[src/hw/rtl/cgl_pkg.sv]
package cgl_pkg;

  localparam int unsigned MaxStops = 8;
  localparam int unsigned SlotW    = 3;
  localparam int unsigned CountW   = 4;
  localparam int unsigned PosW     = 16;
  localparam int unsigned ColorW   = 32;

  localparam logic OpWrite  = 1'b0;
  localparam logic OpLookup = 1'b1;

  typedef struct packed {
    logic        op;
    logic [2:0]  stop_slot;
    logic [15:0] position;
    logic [7:0]  in_red;
    logic [7:0]  in_green;
    logic [7:0]  in_blue;
    logic [7:0]  in_alpha;
  } cgl_in_t;

  typedef struct packed {
    logic [7:0] out_red;
    logic [7:0] out_green;
    logic [7:0] out_blue;
    logic [7:0] out_alpha;
    logic       clamped;
  } cgl_out_t;

  // controller -> datapath
  typedef struct packed {
    logic load;       // capture input transaction
    logic wr_stop;    // write the stop slot
    logic rd_first;   // read slot 0
    logic rd_last;    // read slot n-1
    logic rd_scan;    // read slot scan index
    logic cap_prev;   // latch read as previous stop
    logic cap_cur;    // latch read as current stop
    logic scan_inc;   // advance scan index
    logic div_init;   // start ratio division
    logic div_step;   // one quotient bit
    logic blend;      // blend one channel
    logic emit_black; // output opaque black
    logic emit_prev;  // output prev stop color, clamped
    logic emit_blend; // output blended color
  } cgl_cmd_t;

  // datapath -> controller
  typedef struct packed {
    logic is_lookup;
    logic n_zero;
    logic n_one;
    logic q_le_prev;  // q <= prev position
    logic q_ge_cur;   // q >= cur position
    logic bracket;    // prev < q <= cur
    logic scan_last;  // scan index at n-1
    logic div_done;
    logic blend_done;
  } cgl_sts_t;

endpackage

[src/hw/rtl/cgl_ram.sv]
module cgl_ram #(
  parameter int unsigned Width = 8,
  parameter int unsigned Depth = 8
) (
  input  logic                     clk_i,
  input  logic                     we_i,
  input  logic [$clog2(Depth)-1:0] waddr_i,
  input  logic [Width-1:0]         wdata_i,
  input  logic [$clog2(Depth)-1:0] raddr_i,
  output logic [Width-1:0]         rdata_o
);
  logic [Width-1:0] mem_q [Depth];
  logic [Width-1:0] rdata_q;

  always_ff @(posedge clk_i) begin
    if (we_i) begin
      mem_q[waddr_i] <= wdata_i;
    end
    rdata_q <= mem_q[raddr_i];
  end

  assign rdata_o = rdata_q;
endmodule

[src/hw/rtl/cgl_datapath.sv]
module cgl_datapath import cgl_pkg::*; (
  input  logic                  clk_i,
  input  logic                  rst_ni,
  input  logic                  cfg_we_i,
  input  logic [CountW-1:0]     cfg_wdata_i,
  input  cgl_in_t               in_i,
  input  cgl_cmd_t              cmd_i,
  output cgl_sts_t              sts_o,
  output logic                  valid_o,
  output cgl_out_t              res_o
);
  logic [CountW-1:0] count_q;
  cgl_in_t           item_q;
  logic [SlotW-1:0]  idx_q, idx_d;
  logic [SlotW-1:0]  raddr;
  logic [SlotW-1:0]  last_idx;
  logic [PosW-1:0]   pos_rd;
  logic [ColorW-1:0] col_rd;
  logic [PosW-1:0]   p0_q, p1_q;
  logic [ColorW-1:0] c0_q, c1_q;
  logic [PosW:0]     rem_q;
  logic [PosW:0]     quo_q;
  logic [PosW:0]     den;
  logic [PosW-1:0]   dvd;
  logic [PosW+1:0]   rem_sh;
  logic [4:0]        dcnt_q;
  logic [1:0]        ch_q;
  logic [ColorW-1:0] mix_q;
  logic [7:0]        ca, cb;
  logic [PosW+8:0]   prod;
  logic [7:0]        ch_res;
  logic              valid_q;
  cgl_out_t          res_q;

  always_ff @(posedge clk_i or negedge rst_ni) begin
    if (!rst_ni) begin
      count_q <= '0;
      valid_q <= 1'b0;
      idx_q   <= '0;
    end else begin
      if (cfg_we_i) count_q <= cfg_wdata_i;
      valid_q <= cmd_i.emit_black | cmd_i.emit_prev | cmd_i.emit_blend;
      idx_q   <= idx_d;
    end
  end

  // effective count clamped to the table size
  always_comb begin
    if (count_q > CountW'(MaxStops)) last_idx = SlotW'(MaxStops - 1);
    else last_idx = SlotW'(count_q - 1'b1);
  end

  always_comb begin
    idx_d = idx_q;
    if (cmd_i.load) idx_d = SlotW'(1);
    else if (cmd_i.scan_inc) idx_d = idx_q + 1'b1;
  end

  always_comb begin
    raddr = idx_q;
    if (cmd_i.rd_first) raddr = '0;
    else if (cmd_i.rd_last) raddr = last_idx;
    else if (cmd_i.rd_scan) raddr = idx_q;
  end

  cgl_ram #(.Width(PosW), .Depth(MaxStops)) u_pos_ram (
    .clk_i, .we_i(cmd_i.wr_stop), .waddr_i(item_q.stop_slot),
    .wdata_i(item_q.position), .raddr_i(raddr), .rdata_o(pos_rd)
  );
  cgl_ram #(.Width(ColorW), .Depth(MaxStops)) u_col_ram (
    .clk_i, .we_i(cmd_i.wr_stop), .waddr_i(item_q.stop_slot),
    .wdata_i({item_q.in_alpha, item_q.in_blue, item_q.in_green, item_q.in_red}),
    .raddr_i(raddr), .rdata_o(col_rd)
  );

  assign den    = {1'b0, p1_q - p0_q};
  assign dvd    = item_q.position - p0_q;
  assign rem_sh = {rem_q, quo_q[PosW]};

  always_ff @(posedge clk_i) begin
    if (cmd_i.load) item_q <= in_i;
    if (cmd_i.cap_prev) begin
      p0_q <= pos_rd;
      c0_q <= col_rd;
    end
    if (cmd_i.cap_cur) begin
      p1_q <= pos_rd;
      c1_q <= col_rd;
    end
    // restoring division of (q-p0)<<16 by (p1-p0), 17 quotient bits
    // the upper quotient bits are zero, so start from (q-p0)>>1
    if (cmd_i.div_init) begin
      rem_q  <= {2'b00, dvd[PosW-1:1]};
      quo_q  <= {dvd[0], {PosW{1'b0}}};
      dcnt_q <= '0;
      ch_q   <= '0;
    end else if (cmd_i.div_step) begin
      if (rem_sh >= {1'b0, den}) begin
        rem_q <= (PosW+1)'(rem_sh - {1'b0, den});
        quo_q <= {quo_q[PosW-1:0], 1'b1};
      end else begin
        rem_q <= rem_sh[PosW:0];
        quo_q <= {quo_q[PosW-1:0], 1'b0};
      end
      dcnt_q <= dcnt_q + 1'b1;
    end
    if (cmd_i.blend) begin
      mix_q <= {ch_res, mix_q[ColorW-1:8]};
      ch_q  <= ch_q + 1'b1;
    end
    if (cmd_i.emit_black) res_q <= '{8'd0, 8'd0, 8'd0, 8'd255, 1'b1};
    else if (cmd_i.emit_prev)
      res_q <= '{c0_q[7:0], c0_q[15:8], c0_q[23:16], c0_q[31:24], 1'b1};
    else if (cmd_i.emit_blend)
      res_q <= '{mix_q[7:0], mix_q[15:8], mix_q[23:16], mix_q[31:24], 1'b0};
  end

  // a + (b-a)*ratio >> 16 equals the two-product form; done as one signed product
  always_comb begin
    ca   = 8'(c0_q >> {ch_q, 3'b000});
    cb   = 8'(c1_q >> {ch_q, 3'b000});
    prod = (PosW+9)'($signed({1'b0, ca, 16'h0}) +
           $signed({1'b0, cb} - {1'b0, ca}) * $signed({1'b0, quo_q}));
    ch_res = prod[23:16];
  end

  assign sts_o.is_lookup  = item_q.op == OpLookup;
  assign sts_o.n_zero     = count_q == '0;
  assign sts_o.n_one      = count_q == CountW'(1);
  assign sts_o.q_le_prev  = item_q.position <= p0_q;
  assign sts_o.q_ge_cur   = item_q.position >= p1_q;
  assign sts_o.bracket    = (p0_q < item_q.position) && (item_q.position <= p1_q);
  assign sts_o.scan_last  = idx_q == last_idx;
  assign sts_o.div_done   = dcnt_q == 5'd17;
  assign sts_o.blend_done = ch_q == 2'd3;

  assign valid_o = valid_q;
  assign res_o   = res_q;
endmodule

[src/hw/rtl/cgl_ctrl.sv]
module cgl_ctrl import cgl_pkg::*; (
  input  logic     clk_i,
  input  logic     rst_ni,
  input  logic     start_i,
  input  cgl_sts_t sts_i,
  output cgl_cmd_t cmd_o,
  output logic     busy_o
);
  localparam logic [3:0] StIdle  = 4'd0;
  localparam logic [3:0] StDec   = 4'd1;
  localparam logic [3:0] StRdF   = 4'd2;
  localparam logic [3:0] StRdL   = 4'd3;
  localparam logic [3:0] StChkF  = 4'd4;
  localparam logic [3:0] StChkL  = 4'd5;
  localparam logic [3:0] StRdS   = 4'd6;
  localparam logic [3:0] StCapS  = 4'd7;
  localparam logic [3:0] StTest  = 4'd8;
  localparam logic [3:0] StDiv   = 4'd9;
  localparam logic [3:0] StBlend = 4'd10;
  localparam logic [3:0] StOut   = 4'd11;
  localparam logic [3:0] StDone  = 4'd12;
  localparam logic [3:0] StLast  = 4'd13;

  logic [3:0] state_q, state_d;

  always_ff @(posedge clk_i or negedge rst_ni) begin
    if (!rst_ni) state_q <= StIdle;
    else state_q <= state_d;
  end

  always_comb begin
    cmd_o   = '0;
    state_d = state_q;
    unique case (state_q)
      StIdle: begin
        if (start_i) begin
          cmd_o.load = 1'b1;
          state_d    = StDec;
        end
      end
      StDec: begin
        if (!sts_i.is_lookup) begin
          cmd_o.wr_stop = 1'b1;
          state_d       = StDone;
        end else if (sts_i.n_zero) begin
          cmd_o.emit_black = 1'b1;
          state_d          = StDone;
        end else begin
          cmd_o.rd_first = 1'b1;
          state_d        = StRdF;
        end
      end
      StRdF: begin
        cmd_o.cap_prev = 1'b1;
        cmd_o.rd_last  = 1'b1;
        state_d        = StRdL;
      end
      StRdL: begin
        cmd_o.cap_cur = 1'b1;
        state_d       = StChkF;
      end
      StChkF: begin
        if (sts_i.n_one || sts_i.q_le_prev) begin
          cmd_o.emit_prev = 1'b1;
          state_d         = StDone;
        end else if (sts_i.q_ge_cur) begin
          state_d = StChkL;
        end else begin
          state_d = StRdS;
        end
      end
      StChkL: begin
        // reuse prev path: copy last stop into prev by reading it again
        cmd_o.rd_last = 1'b1;
        state_d       = StOut;
      end
      StOut: begin
        cmd_o.cap_prev = 1'b1;
        state_d        = StLast;
      end
      StLast: begin
        cmd_o.emit_prev = 1'b1;
        state_d         = StDone;
      end
      StRdS: begin
        // idx_q (starts at 1) addresses the scan read
        cmd_o.rd_scan = 1'b1;
        state_d       = StCapS;
      end
      StCapS: begin
        cmd_o.cap_cur = 1'b1;
        state_d       = StTest;
      end
      StTest: begin
        if (sts_i.bracket) begin
          cmd_o.div_init = 1'b1;
          state_d        = StDiv;
        end else if (sts_i.scan_last) begin
          state_d = StChkL;
        end else begin
          cmd_o.cap_prev = 1'b1;
          cmd_o.scan_inc = 1'b1;
          state_d        = StRdS;
        end
      end
      StDiv: begin
        if (sts_i.div_done) state_d = StBlend;
        else cmd_o.div_step = 1'b1;
      end
      StBlend: begin
        cmd_o.blend = 1'b1;
        if (sts_i.blend_done) state_d = StDone;
      end
      StDone: begin
        if (state_q == StDone && !cmd_o.emit_blend) state_d = StIdle;
      end
      default: state_d = StIdle;
    endcase
    if (state_q == StBlend && sts_i.blend_done) begin
      state_d = StDone;
    end
  end

  assign busy_o = state_q != StIdle;

  property p_emit_onehot;
    @(posedge clk_i) disable iff (!rst_ni)
      $onehot0({cmd_o.emit_black, cmd_o.emit_prev, cmd_o.emit_blend});
  endproperty
  a_emit_onehot: assert property (p_emit_onehot) else $error("two emits");

  a_idle_quiet: assert property (@(posedge clk_i) disable iff (!rst_ni)
    state_q == StIdle |-> !cmd_o.wr_stop && !cmd_o.div_step)
    else $error("datapath command while idle");

  a_load_busy: assert property (@(posedge clk_i) disable iff (!rst_ni)
    cmd_o.load |=> busy_o) else $error("not busy after load");
endmodule

[src/hw/rtl/color_gradient_lookup.sv]
// result paths: opaque black with no stops, clamped at first, clamped at last,
// blended in segment i, or clamped at last when no segment brackets the query
// lookup cost set by the stop scan, the divider for the
// 17-bit ratio and one shared multiplier blending four channels in turn
// throughput: one transaction at a time, busy high for each write and each lookup
// reset: stop_count clears to 0, stop table undefined until written; the receiver cannot stall
module color_gradient_lookup import cgl_pkg::*; (
  input  logic              clk_i,
  input  logic              rst_ni,
  input  logic              start,
  output logic              busy,
  input  cgl_in_t           item_i,
  input  logic              cfg_we_i,
  input  logic [CountW-1:0] cfg_wdata_i,
  output logic              result_valid_o,
  output cgl_out_t          result_o
);
  cgl_cmd_t cmd;
  cgl_sts_t sts;
  logic     dp_valid;
  logic     emit_blend_q;

  // controller sequences decode, scan, divide and blend
  cgl_ctrl u_ctrl (
    .clk_i, .rst_ni, .start_i(start), .sts_i(sts), .cmd_o(cmd), .busy_o(busy)
  );

  // the blended color is emitted right after the last channel blend
  always_ff @(posedge clk_i or negedge rst_ni) begin
    if (!rst_ni) emit_blend_q <= 1'b0;
    else emit_blend_q <= cmd.blend && sts.blend_done;
  end

  cgl_cmd_t dp_cmd;
  always_comb begin
    dp_cmd            = cmd;
    dp_cmd.emit_blend = emit_blend_q;
  end

  cgl_datapath u_dp (
    .clk_i, .rst_ni, .cfg_we_i, .cfg_wdata_i, .in_i(item_i), .cmd_i(dp_cmd),
    .sts_o(sts), .valid_o(dp_valid), .res_o(result_o)
  );

  assign result_valid_o = dp_valid;
endmodule

[config.mk]
export PLATFORM = sky130hd
export DESIGN_NAME = color_gradient_lookup
export DESIGN_NICKNAME = d
export VERILOG_FILES = /design/src/hw/rtl/cgl_pkg.sv /design/src/hw/rtl/cgl_ram.sv /design/src/hw/rtl/cgl_datapath.sv /design/src/hw/rtl/cgl_ctrl.sv /design/src/hw/rtl/color_gradient_lookup.sv
export SDC_FILE = /design/constraint.sdc
export NUM_CORES = 1
export LEC_CHECK = 0
export BUFFER_PORTS_ARGS = -buffer_cell sky130_fd_sc_hd__buf_2
export CELL_PAD_IN_SITES_DETAIL_PLACEMENT = 0
export CELL_PAD_IN_SITES_GLOBAL_PLACEMENT = 1
export CORE_AREA = 3 3 276 278
export CTS_CLUSTER_DIAMETER = 60
export DETAILED_ROUTE_END_ITERATION = 8
export DIE_AREA = 0 0 279 281
export PLACE_DENSITY_LB_ADDON = 0.1
export SYNTH_ARGS = -nofsm -noshare
export SYNTH_HDL_FRONTEND = slang
export SYNTH_SLANG_ARGS = --single-unit
[constraint.sdc]
create_clock -name clk_i -period 11.05 [get_ports clk_i]
set_input_delay 2.7625 -clock clk_i [delete_from_list [all_inputs] [get_ports clk_i]]
set_output_delay 2.7625 -clock clk_i [all_outputs]
set_load 0.005 [all_outputs]
==> run_results.csv, run 1 <==
group,metric,value,unit
sta,max_freq,120.6,MHz
yosys,syn_area,33210,sq um
floorplanning,chipWidth,279,um
clock_network,cts.sink_count,699,
final_layout,nFillCells,6460,
yosys,synth_top_family_by_area,"simple AND/OR/NAND/NOR gates",
route,drtPass1Iterations,5,
power,pwr-share-comb,0.477,
sta,period_needed,8.290,ns
global_route,grt.overflow.total,0,
yosys,synthArstFlopShare,0.01860,
global_route,grt_max_degree,88,
setup_path,cp.required,11.41,ns
route,drt-total-wl,81060,um
setup_path,crit_family,"adder cells",
yosys,yosys_warnings,0,
setup_path,worst-path-buf-inv,3,
route,vias,20740,
yosys,synth_nets,3069,
run_status,run_status,"finished, final reports clean",
power,switching_share,0.4061,
final_layout,nets,3144,
power,pwr-share-seq,0.316,
hold_path,hp-class,"reg2reg",
global_route,grt_pass1_wl,125200,um
setup_path,endpoint_kind,"flip-flop",
yosys,synthAdderAreaFrac,0.1159,
floorplanning,io_pins,95,
route,wire_per_inst,20.90,um
sta,setup_viol,0,
clock_network,clkTransAtPathRegs,0.06,ns
placement,gp_congestion,0.8207,
global_route,grt_pass1_vias,20840,
route,via_per_inst,5.348,
clock_network,htree_levels,3,
setup_path,slowest_stage,"edfxtp_1",
power,ir_worst_vdd,0.3089,mV
power,power_density,329.7,nW/um^2
global_route,track_usage,0.2081,
sta,maxSlewHeadroom,0.2424,
final_layout,layout-drive-gt1-share,0.09966,
floorplanning,initial_core_util,0.4476,
yosys,synth_ff_type,"edfxtp_1",
setup_path,path_common_cell,"fa_1",
power,clock_power_share,0.207,
route,drc,0,
clock_network,cts_buffer_depth,3,
clock_network,cts-root-buf,"clkbuf_16",
yosys,netlist_top_cells_area,"edfxtp_1 (53%), fa_1 (7.0%), nand2_1 (6.5%)",
global_route,antenna_found_initial,1,
yosys,avgSynthCellArea,11.98,sq um
yosys,synth-edff-count,582,
power,leakage,14.41,nW
yosys,synth_simple_gate_area_frac,0.1532,
sta,post-route-period-util,0.7502,
final_layout,antennaDiodeCount,0,
clock_network,hold_buffers,0,
sta,finalHoldViolCount,0,
floorplanning,die_y,281,um
final_layout,area_delta_synth_final,12.17,%
yosys,synth_top_area_cell,"edfxtp_1",
yosys,synth-compound-area-share,0.05667,
sta,worstMarginPinSlew,1.134,ns
setup_path,slowest_delay,0.86,ns
yosys,synth_top_area_frac,0.5263,
yosys,ys_types,68,
sta,tns,0,ns
setup_path,worst-path-max-fanout,17,
yosys,synthCells,2771,
setup_path,startpoint_type,"flip-flop",
sta,hold_ws,0.4312,ns
yosys,ys_ff_latch,699,
sta,rsz0062_at_grt,"no",
clock_network,cts_setup_buffers,0,
yosys,synthXorXnorAreaFrac,0.01609,
setup_path,crit_type,"reg2reg",
yosys,muxShareOfSynthArea,0.02389,
clock_network,cts_tree,"built",
clock_network,clkLatencyLatePin,0.63,ns
floorplanning,rows,100,
sta,fin_skew,0.02336,ns
floorplanning,coreArea,74200,sq um
clock_network,cts_resized,0,
clock_network,cts_made_buffers,78,
power,power.switching,4.986,mW
yosys,ys_seq_area_frac,0.5988,
route,drt.antenna.violating_nets,0,
placement,dp_hpwl,52190,um
placement,portBuffers,94,
setup_path,cp.arrival,8.65,ns
route,drtIter0Drc,1382,
power,internal_power,7.293,mW
floorplanning,die_area,78400,sq um
sta,slew_viol_final,0,
job,max_cap_violations,0,
-- path summary, 6_finish.rpt --
kind,startpoint,endpoint,slack (ns),depth (start not counted)
hold reg to reg,u_dp.u_pos_ram.rdata_o[5],u_dp.p1_q[5],0.43,0
max in group asynchronous,rst_ni,emit_blend_q,8.55,1
setup / recovery,u_dp.ch_q[1],u_dp.mix_q[31],2.76,25
hold / removal,u_dp.u_pos_ram.rdata_o[5],u_dp.p1_q[5],0.43,0
min in group asynchronous,rst_ni,u_dp.valid_o,2.11,1
setup reg to reg,u_dp.ch_q[1],u_dp.mix_q[31],2.76,25
-- cell type report --
| type | instances | area, sq um | share of cell area |
|---|---|---|---|
| Clock buffer | 106 | 2108 | 0.05660 |
| Clock inverter | 38 | 410.4 | 0.01102 |
| Inverter | 169 | 634.4 | 0.01703 |
| Sequential cell | 699 | 19890 | 0.5338 |
| Tap cell | 969 | 1212 | 0.03255 |
| Multi-Input combinational cell | 1770 | 12270 | 0.3295 |
| Timing Repair Buffer | 128 | 725.7 | 0.01948 |
-- power by group through the flow --
stage / clock, mW / sequential, mW / combinational, mW
floorplan: 0 / 3.72 / 4.36
global placement: 0 / 3.93 / 5.88
detailed placement: 0 / 3.94 / 5.94
CTS: 2.60 / 3.89 / 5.97
global route: 2.71 / 3.93 / 6.69
finish: 2.54 / 3.89 / 5.86
-- cell families after synthesis --
family / count (synthesis)
adder cells (fa/ha/maj): 238
AND/OR/NAND/NOR: 1125
buffers and inverters: 302
XOR/XNOR: 61
multiplexers: 59
AO/OA/AOI/OAI: 287
flip-flops: 699
-- cell usage after synthesis (all sizes together) (8+ instances only) --
cell type and count:
nor2b 12, nor2 81, xnor2 36, nand2 577, nand2b 47, a31oi 11
mux4 16, inv 169, dfxtp 104, a211oi 12, and2 69, o21a 8
a21oi 53, nand3 255, edfxtp 582, nand4 13, clkbuf 95, ha 122
nor3 26, o211ai 11, mux2i 41, or3 8, buf 38, fa 116
xor2 25, o21ai 100, dfrtp 13, o211a 26, a21o 20
-- flip-flops by register name (all words and copies together) (netlist names), 4 cells and up --
| name | cells |
|---|---|
| u_dp.count_q | 4 |
| u_dp.p1_q | 16 |
| u_dp.u_col_ram.mem_q | 256 |
| u_dp.c0_q | 32 |
| u_dp.quo_q | 17 |
| u_dp.u_col_ram.rdata_o | 32 |
| u_dp.res_o | 33 |
| u_dp.rem_q | 17 |
| u_dp.dcnt_q | 5 |
| u_dp.item_q | 51 |
| u_dp.mix_q | 32 |
| u_dp.u_pos_ram.rdata_o | 16 |
| u_dp.u_pos_ram.mem_q | 128 |
| u_ctrl.state_q | 4 |
| u_dp.p0_q | 16 |
| u_dp.c1_q | 32 |
-- through the flow --
stage          power [mW]  instance area [sq um]  cells  setup slack (ns)  utilization
6_report            12.28                  37250   3879             2.760       0.5020
5_1_grt             13.33                  37250   3879             2.326       0.5020
4_1_cts             12.46                  37250   3879             2.708       0.5020
3_5_place_dp        9.885                  34730   3735             2.676       0.4681
3_3_place_gp        9.802                  34730   3735             2.820       0.4681
2_1_floorplan       8.081                  33210   2771             2.669            -
-- worst register-to-register path, cell delays in order (launching register included) --
cell      delay [ns]
edfxtp_1        0.86
mux4_2          0.49
ha_1            0.25
fa_1            0.48
nand2b_1        0.18
a21boi_0        0.30
o211ai_1        0.14
nand3_1         0.10
and2_1          0.59
or2_2           0.24
fa_1            0.43
fa_1            0.56
inv_1           0.06
fa_1            0.51
fa_1            0.55
inv_1           0.05
fa_1            0.52
inv_1           0.04
ha_1            0.32
a21oi_1         0.14
a21boi_0        0.12
o211ai_1        0.24
nand3_1         0.16
a41oi_1         0.38
o21ai_0         0.17
xnor2_1         0.15
-- placed cells by master, fill, tap and decap left out, types with 11 or more instances in the layout --
master / synthesis / routed
o211ai_1: 11 / 11
o21ai_0: 85 / 84
o211a_1: 26 / 26
clkbuf_16: 0 / 79
mux2i_1: 41 / 41
edfxtp_1: 582 / 582
o21ai_1: 15 / 15
nand2b_1: 47 / 47
nor2_1: 81 / 74
nor2b_1: 12 / 12
dfrtp_1: 13 / 12
a21o_1: 20 / 20
xor2_1: 25 / 25
dfxtp_1: 104 / 104
clkbuf_1: 95 / 24
nand4_1: 13 / 13
nand3_1: 255 / 255
a31oi_1: 11 / 11
a211oi_1: 12 / 11
a21oi_1: 52 / 52
buf_4: 3 / 34
buf_2: 27 / 94
xnor2_1: 36 / 35
inv_1: 169 / 168
ha_1: 122 / 122
nor3_1: 25 / 23
fa_1: 116 / 116
clkinv_2: 0 / 12
and2_1: 69 / 68
mux4_2: 16 / 16
nand2_1: 577 / 576
-- per-layer routing --
layer	up-vias	GRT usage	routed length, um
met5	-	0	0
met1	10410	0.2969	38210
li1	9844	-	-
met4	0	0.05253	1554
met2	395	0.3407	38400
met3	98	0.02608	2886
No activity file was read; power rests on OpenSTA's default activity.
==> run 2: changes to the inputs <==
ABC_AREA = 1   (was not set)
CORE_AREA = 3 3 283 285   (was 3 3 276 278)
DIE_AREA = 0 0 286 288   (was 0 0 279 281)
clock period = 6.8 ns   (was 11.05 ns; I/O delays follow)
==> run 2 against run 1 <==
  * Clock skew increased by 0.0033 ns
  * Sequential share of layout area decreased by 3.3 points
  * Critical endpoint is now u_dp.mix_q[30]
  * Register-to-register slack got worse by 2.5 ns
  * Worst hold slack got worse by 0.014 ns
  * Wire length increased by 8.2%
  * First-iteration DRC count increased by 16%
==> run_results.csv, run 2 <==
group,metric,value,unit
run_status,run_status,"finished, final reports clean",
hold_path,hp-class,"reg2reg",
sta,fin_skew,0.02662,ns
setup_path,worst-path-buf-inv,8,
placement,portBuffers,94,
sta,finalWorstSetupSlack,0.2764,ns
setup_path,slowest_stage,"fa_1",
placement,dp_hpwl,59030,um
route,via_per_inst,5.105,
floorplanning,rows,102,
global_route,grt_max_degree,193,
final_layout,mostFrequentLayoutCells,"nand2_1 (645), edfxtp_1 (582), nor2_1 (415)",
final_layout,largest_reg_flops,256,
sta,post-route-period-util,0.9594,
clock_network,cts_buffer_depth,3,
placement,gp_congestion,0.8787,
yosys,yosys_warnings,0,
clock_network,clkLatencyLatePin,0.63,ns
floorplanning,die_y,288,um
floorplanning,io_pins,95,
placement,dpl_worst_slack,0.0008900,ns
final_layout,nets,3735,
setup_path,startpoint_type,"flip-flop",
yosys,synth_top_area_frac,0.5007,
route,wire_per_inst,19.29,um
floorplanning,coreArea,77590,sq um
final_layout,reg_top3,"u_dp.u_col_ram.mem_q x256, u_dp.u_pos_ram.mem_q x128, u_dp.item_q x51",
sta,worstMarginPinSlew,1.119,ns
sta,period_needed,6.524,ns
clock_network,cts_made_buffers,80,
yosys,synthCells,3304,
setup_path,worst-path-max-fanout,6,
yosys,avgSynthCellArea,10.56,sq um
sta,finalHoldViolCount,0,
final_layout,area_delta_synth_final,13.81,%
yosys,synth_top_area_cell,"edfxtp_1",
floorplanning,die_area,82370,sq um
final_layout,antennaDiodeCount,0,
route,vias,23200,
floorplanning,initial_core_util,0.4498,
route,drt.antenna.violating_nets,0,
yosys,ys_seq_area_frac,0.5697,
yosys,synth_nets,3602,
clock_network,hold_buffers,0,
sta,max_freq,153.3,MHz
setup_path,endpoint_kind,"flip-flop",
yosys,synth_common_cells,"nand2_1 (647), edfxtp_1 (582), nor2_1 (420), inv_1 (405), nand3_1 (153)",
yosys,syn_area,34900,sq um
route,drt-total-wl,87670,um
setup_path,slowest_delay,0.58,ns
yosys,synth-edff-count,582,
global_route,grt_pass1_vias,23240,
setup_path,crit_type,"reg2reg",
route,drc,0,
global_route,grt_pass1_wl,134300,um
setup_path,cp.required,7.18,ns
global_route,track_usage,0.2132,
floorplanning,chipWidth,286,um
final_layout,largest-register,"u_dp.u_col_ram.mem_q",
yosys,synthArstFlopShare,0.01860,
yosys,netlist_top_cells_area,"edfxtp_1 (50%), nand2_1 (7.0%), fa_1 (6.7%)",
route,drtIter0Drc,1605,
setup_path,cp.arrival,6.90,ns
sta,maxSlewHeadroom,0.2501,
clock_network,cts-root-buf,"clkbuf_16",
yosys,synth_ff_type,"edfxtp_1",
clock_network,cts.sink_count,699,
yosys,ys_ff_latch,699,
final_layout,final_common_cell,"nand2_1",
final_layout,layout-drive-gt1-share,0.1210,
yosys,yosysMostFrequentCell,"nand2_1",
clock_network,cts_tree,"built",
yosys,ys_types,47,
route,drtPass1Iterations,5,
clock_network,clkTransAtPathRegs,0.06,ns
global_route,antenna_found_initial,4,
sta,slew_viol_final,0,
global_route,grt.overflow.total,0,
setup_path,crit_family,"adder cells",
sta,setup_viol,0,
clock_network,htree_levels,3,
job,max_cap_violations,0,
## run 2: cell type report
cell class | instances | area, sq um
Multi-Input combinational cell | 2065 | 13030
Timing Repair Buffer | 177 | 1126
Sequential cell | 699 | 19880
Clock buffer | 104 | 2216
Clock inverter | 45 | 615.6
Fill cell | 7085 | 37870
Tap cell | 1040 | 1301
Inverter | 414 | 1554
## run 2: logic make-up after synthesis
group,count (synthesis),synth area share
flops,699,0.5697
xor+xnor,58,0.01455
fa+ha+maj,238,0.1103
simple gates,1334,0.1579
compound gates,435,0.08288
buf+inv,540,0.06467
## run 2: worst paths after layout
check	from	endpoint	slack, ns	cells after the start
max	u_dp.ch_q[0]	u_dp.mix_q[30]	0.28	27
min	u_dp.u_col_ram.rdata_o[14]	u_dp.c1_q[14]	0.42	0
max reg2reg	u_dp.ch_q[0]	u_dp.mix_q[30]	0.28	27
min reg2reg	u_dp.u_col_ram.rdata_o[14]	u_dp.c1_q[14]	0.42	0
max in group asynchronous	rst_ni	u_dp.idx_q[1]	5.45	1
min in group asynchronous	rst_ni	u_dp.valid_o	1.01	1
## run 2: stage by stage
step                      instance area, sq um  hold WS, ns   TNS, ns  cells    util
after floorplan                          34900       0.4037         0   3304       -
after global placement                   36660       0.4130         0   4388  0.4724
after detailed placement                 36660       0.4147         0   4388  0.4724
after CTS                                39490       0.4217         0   4537  0.5089
after global routing                     39720       0.4335  -0.01533   4544  0.5119
final                                    39720       0.4172         0   4544  0.5119
## run 2: routing by layer
metal,track usage,share of wire
met1,0.2988,0.47
met2,0.3454,0.46
met3,0.03191,0.042
met4,0.06244,0.026
met5,0,0
## run 2: what timing repair did
action                     in CTS  in global routing
resized for setup               1                 49
setup buffers                   0                  7
cloned                          0                  0
pin swaps                       0                 12
setup endpoints to repair       1                  8
Power of run 2 is left out: the tool's default activity adds up to more than one toggle a clock period on the data nets, which glitch-free logic cannot reach.
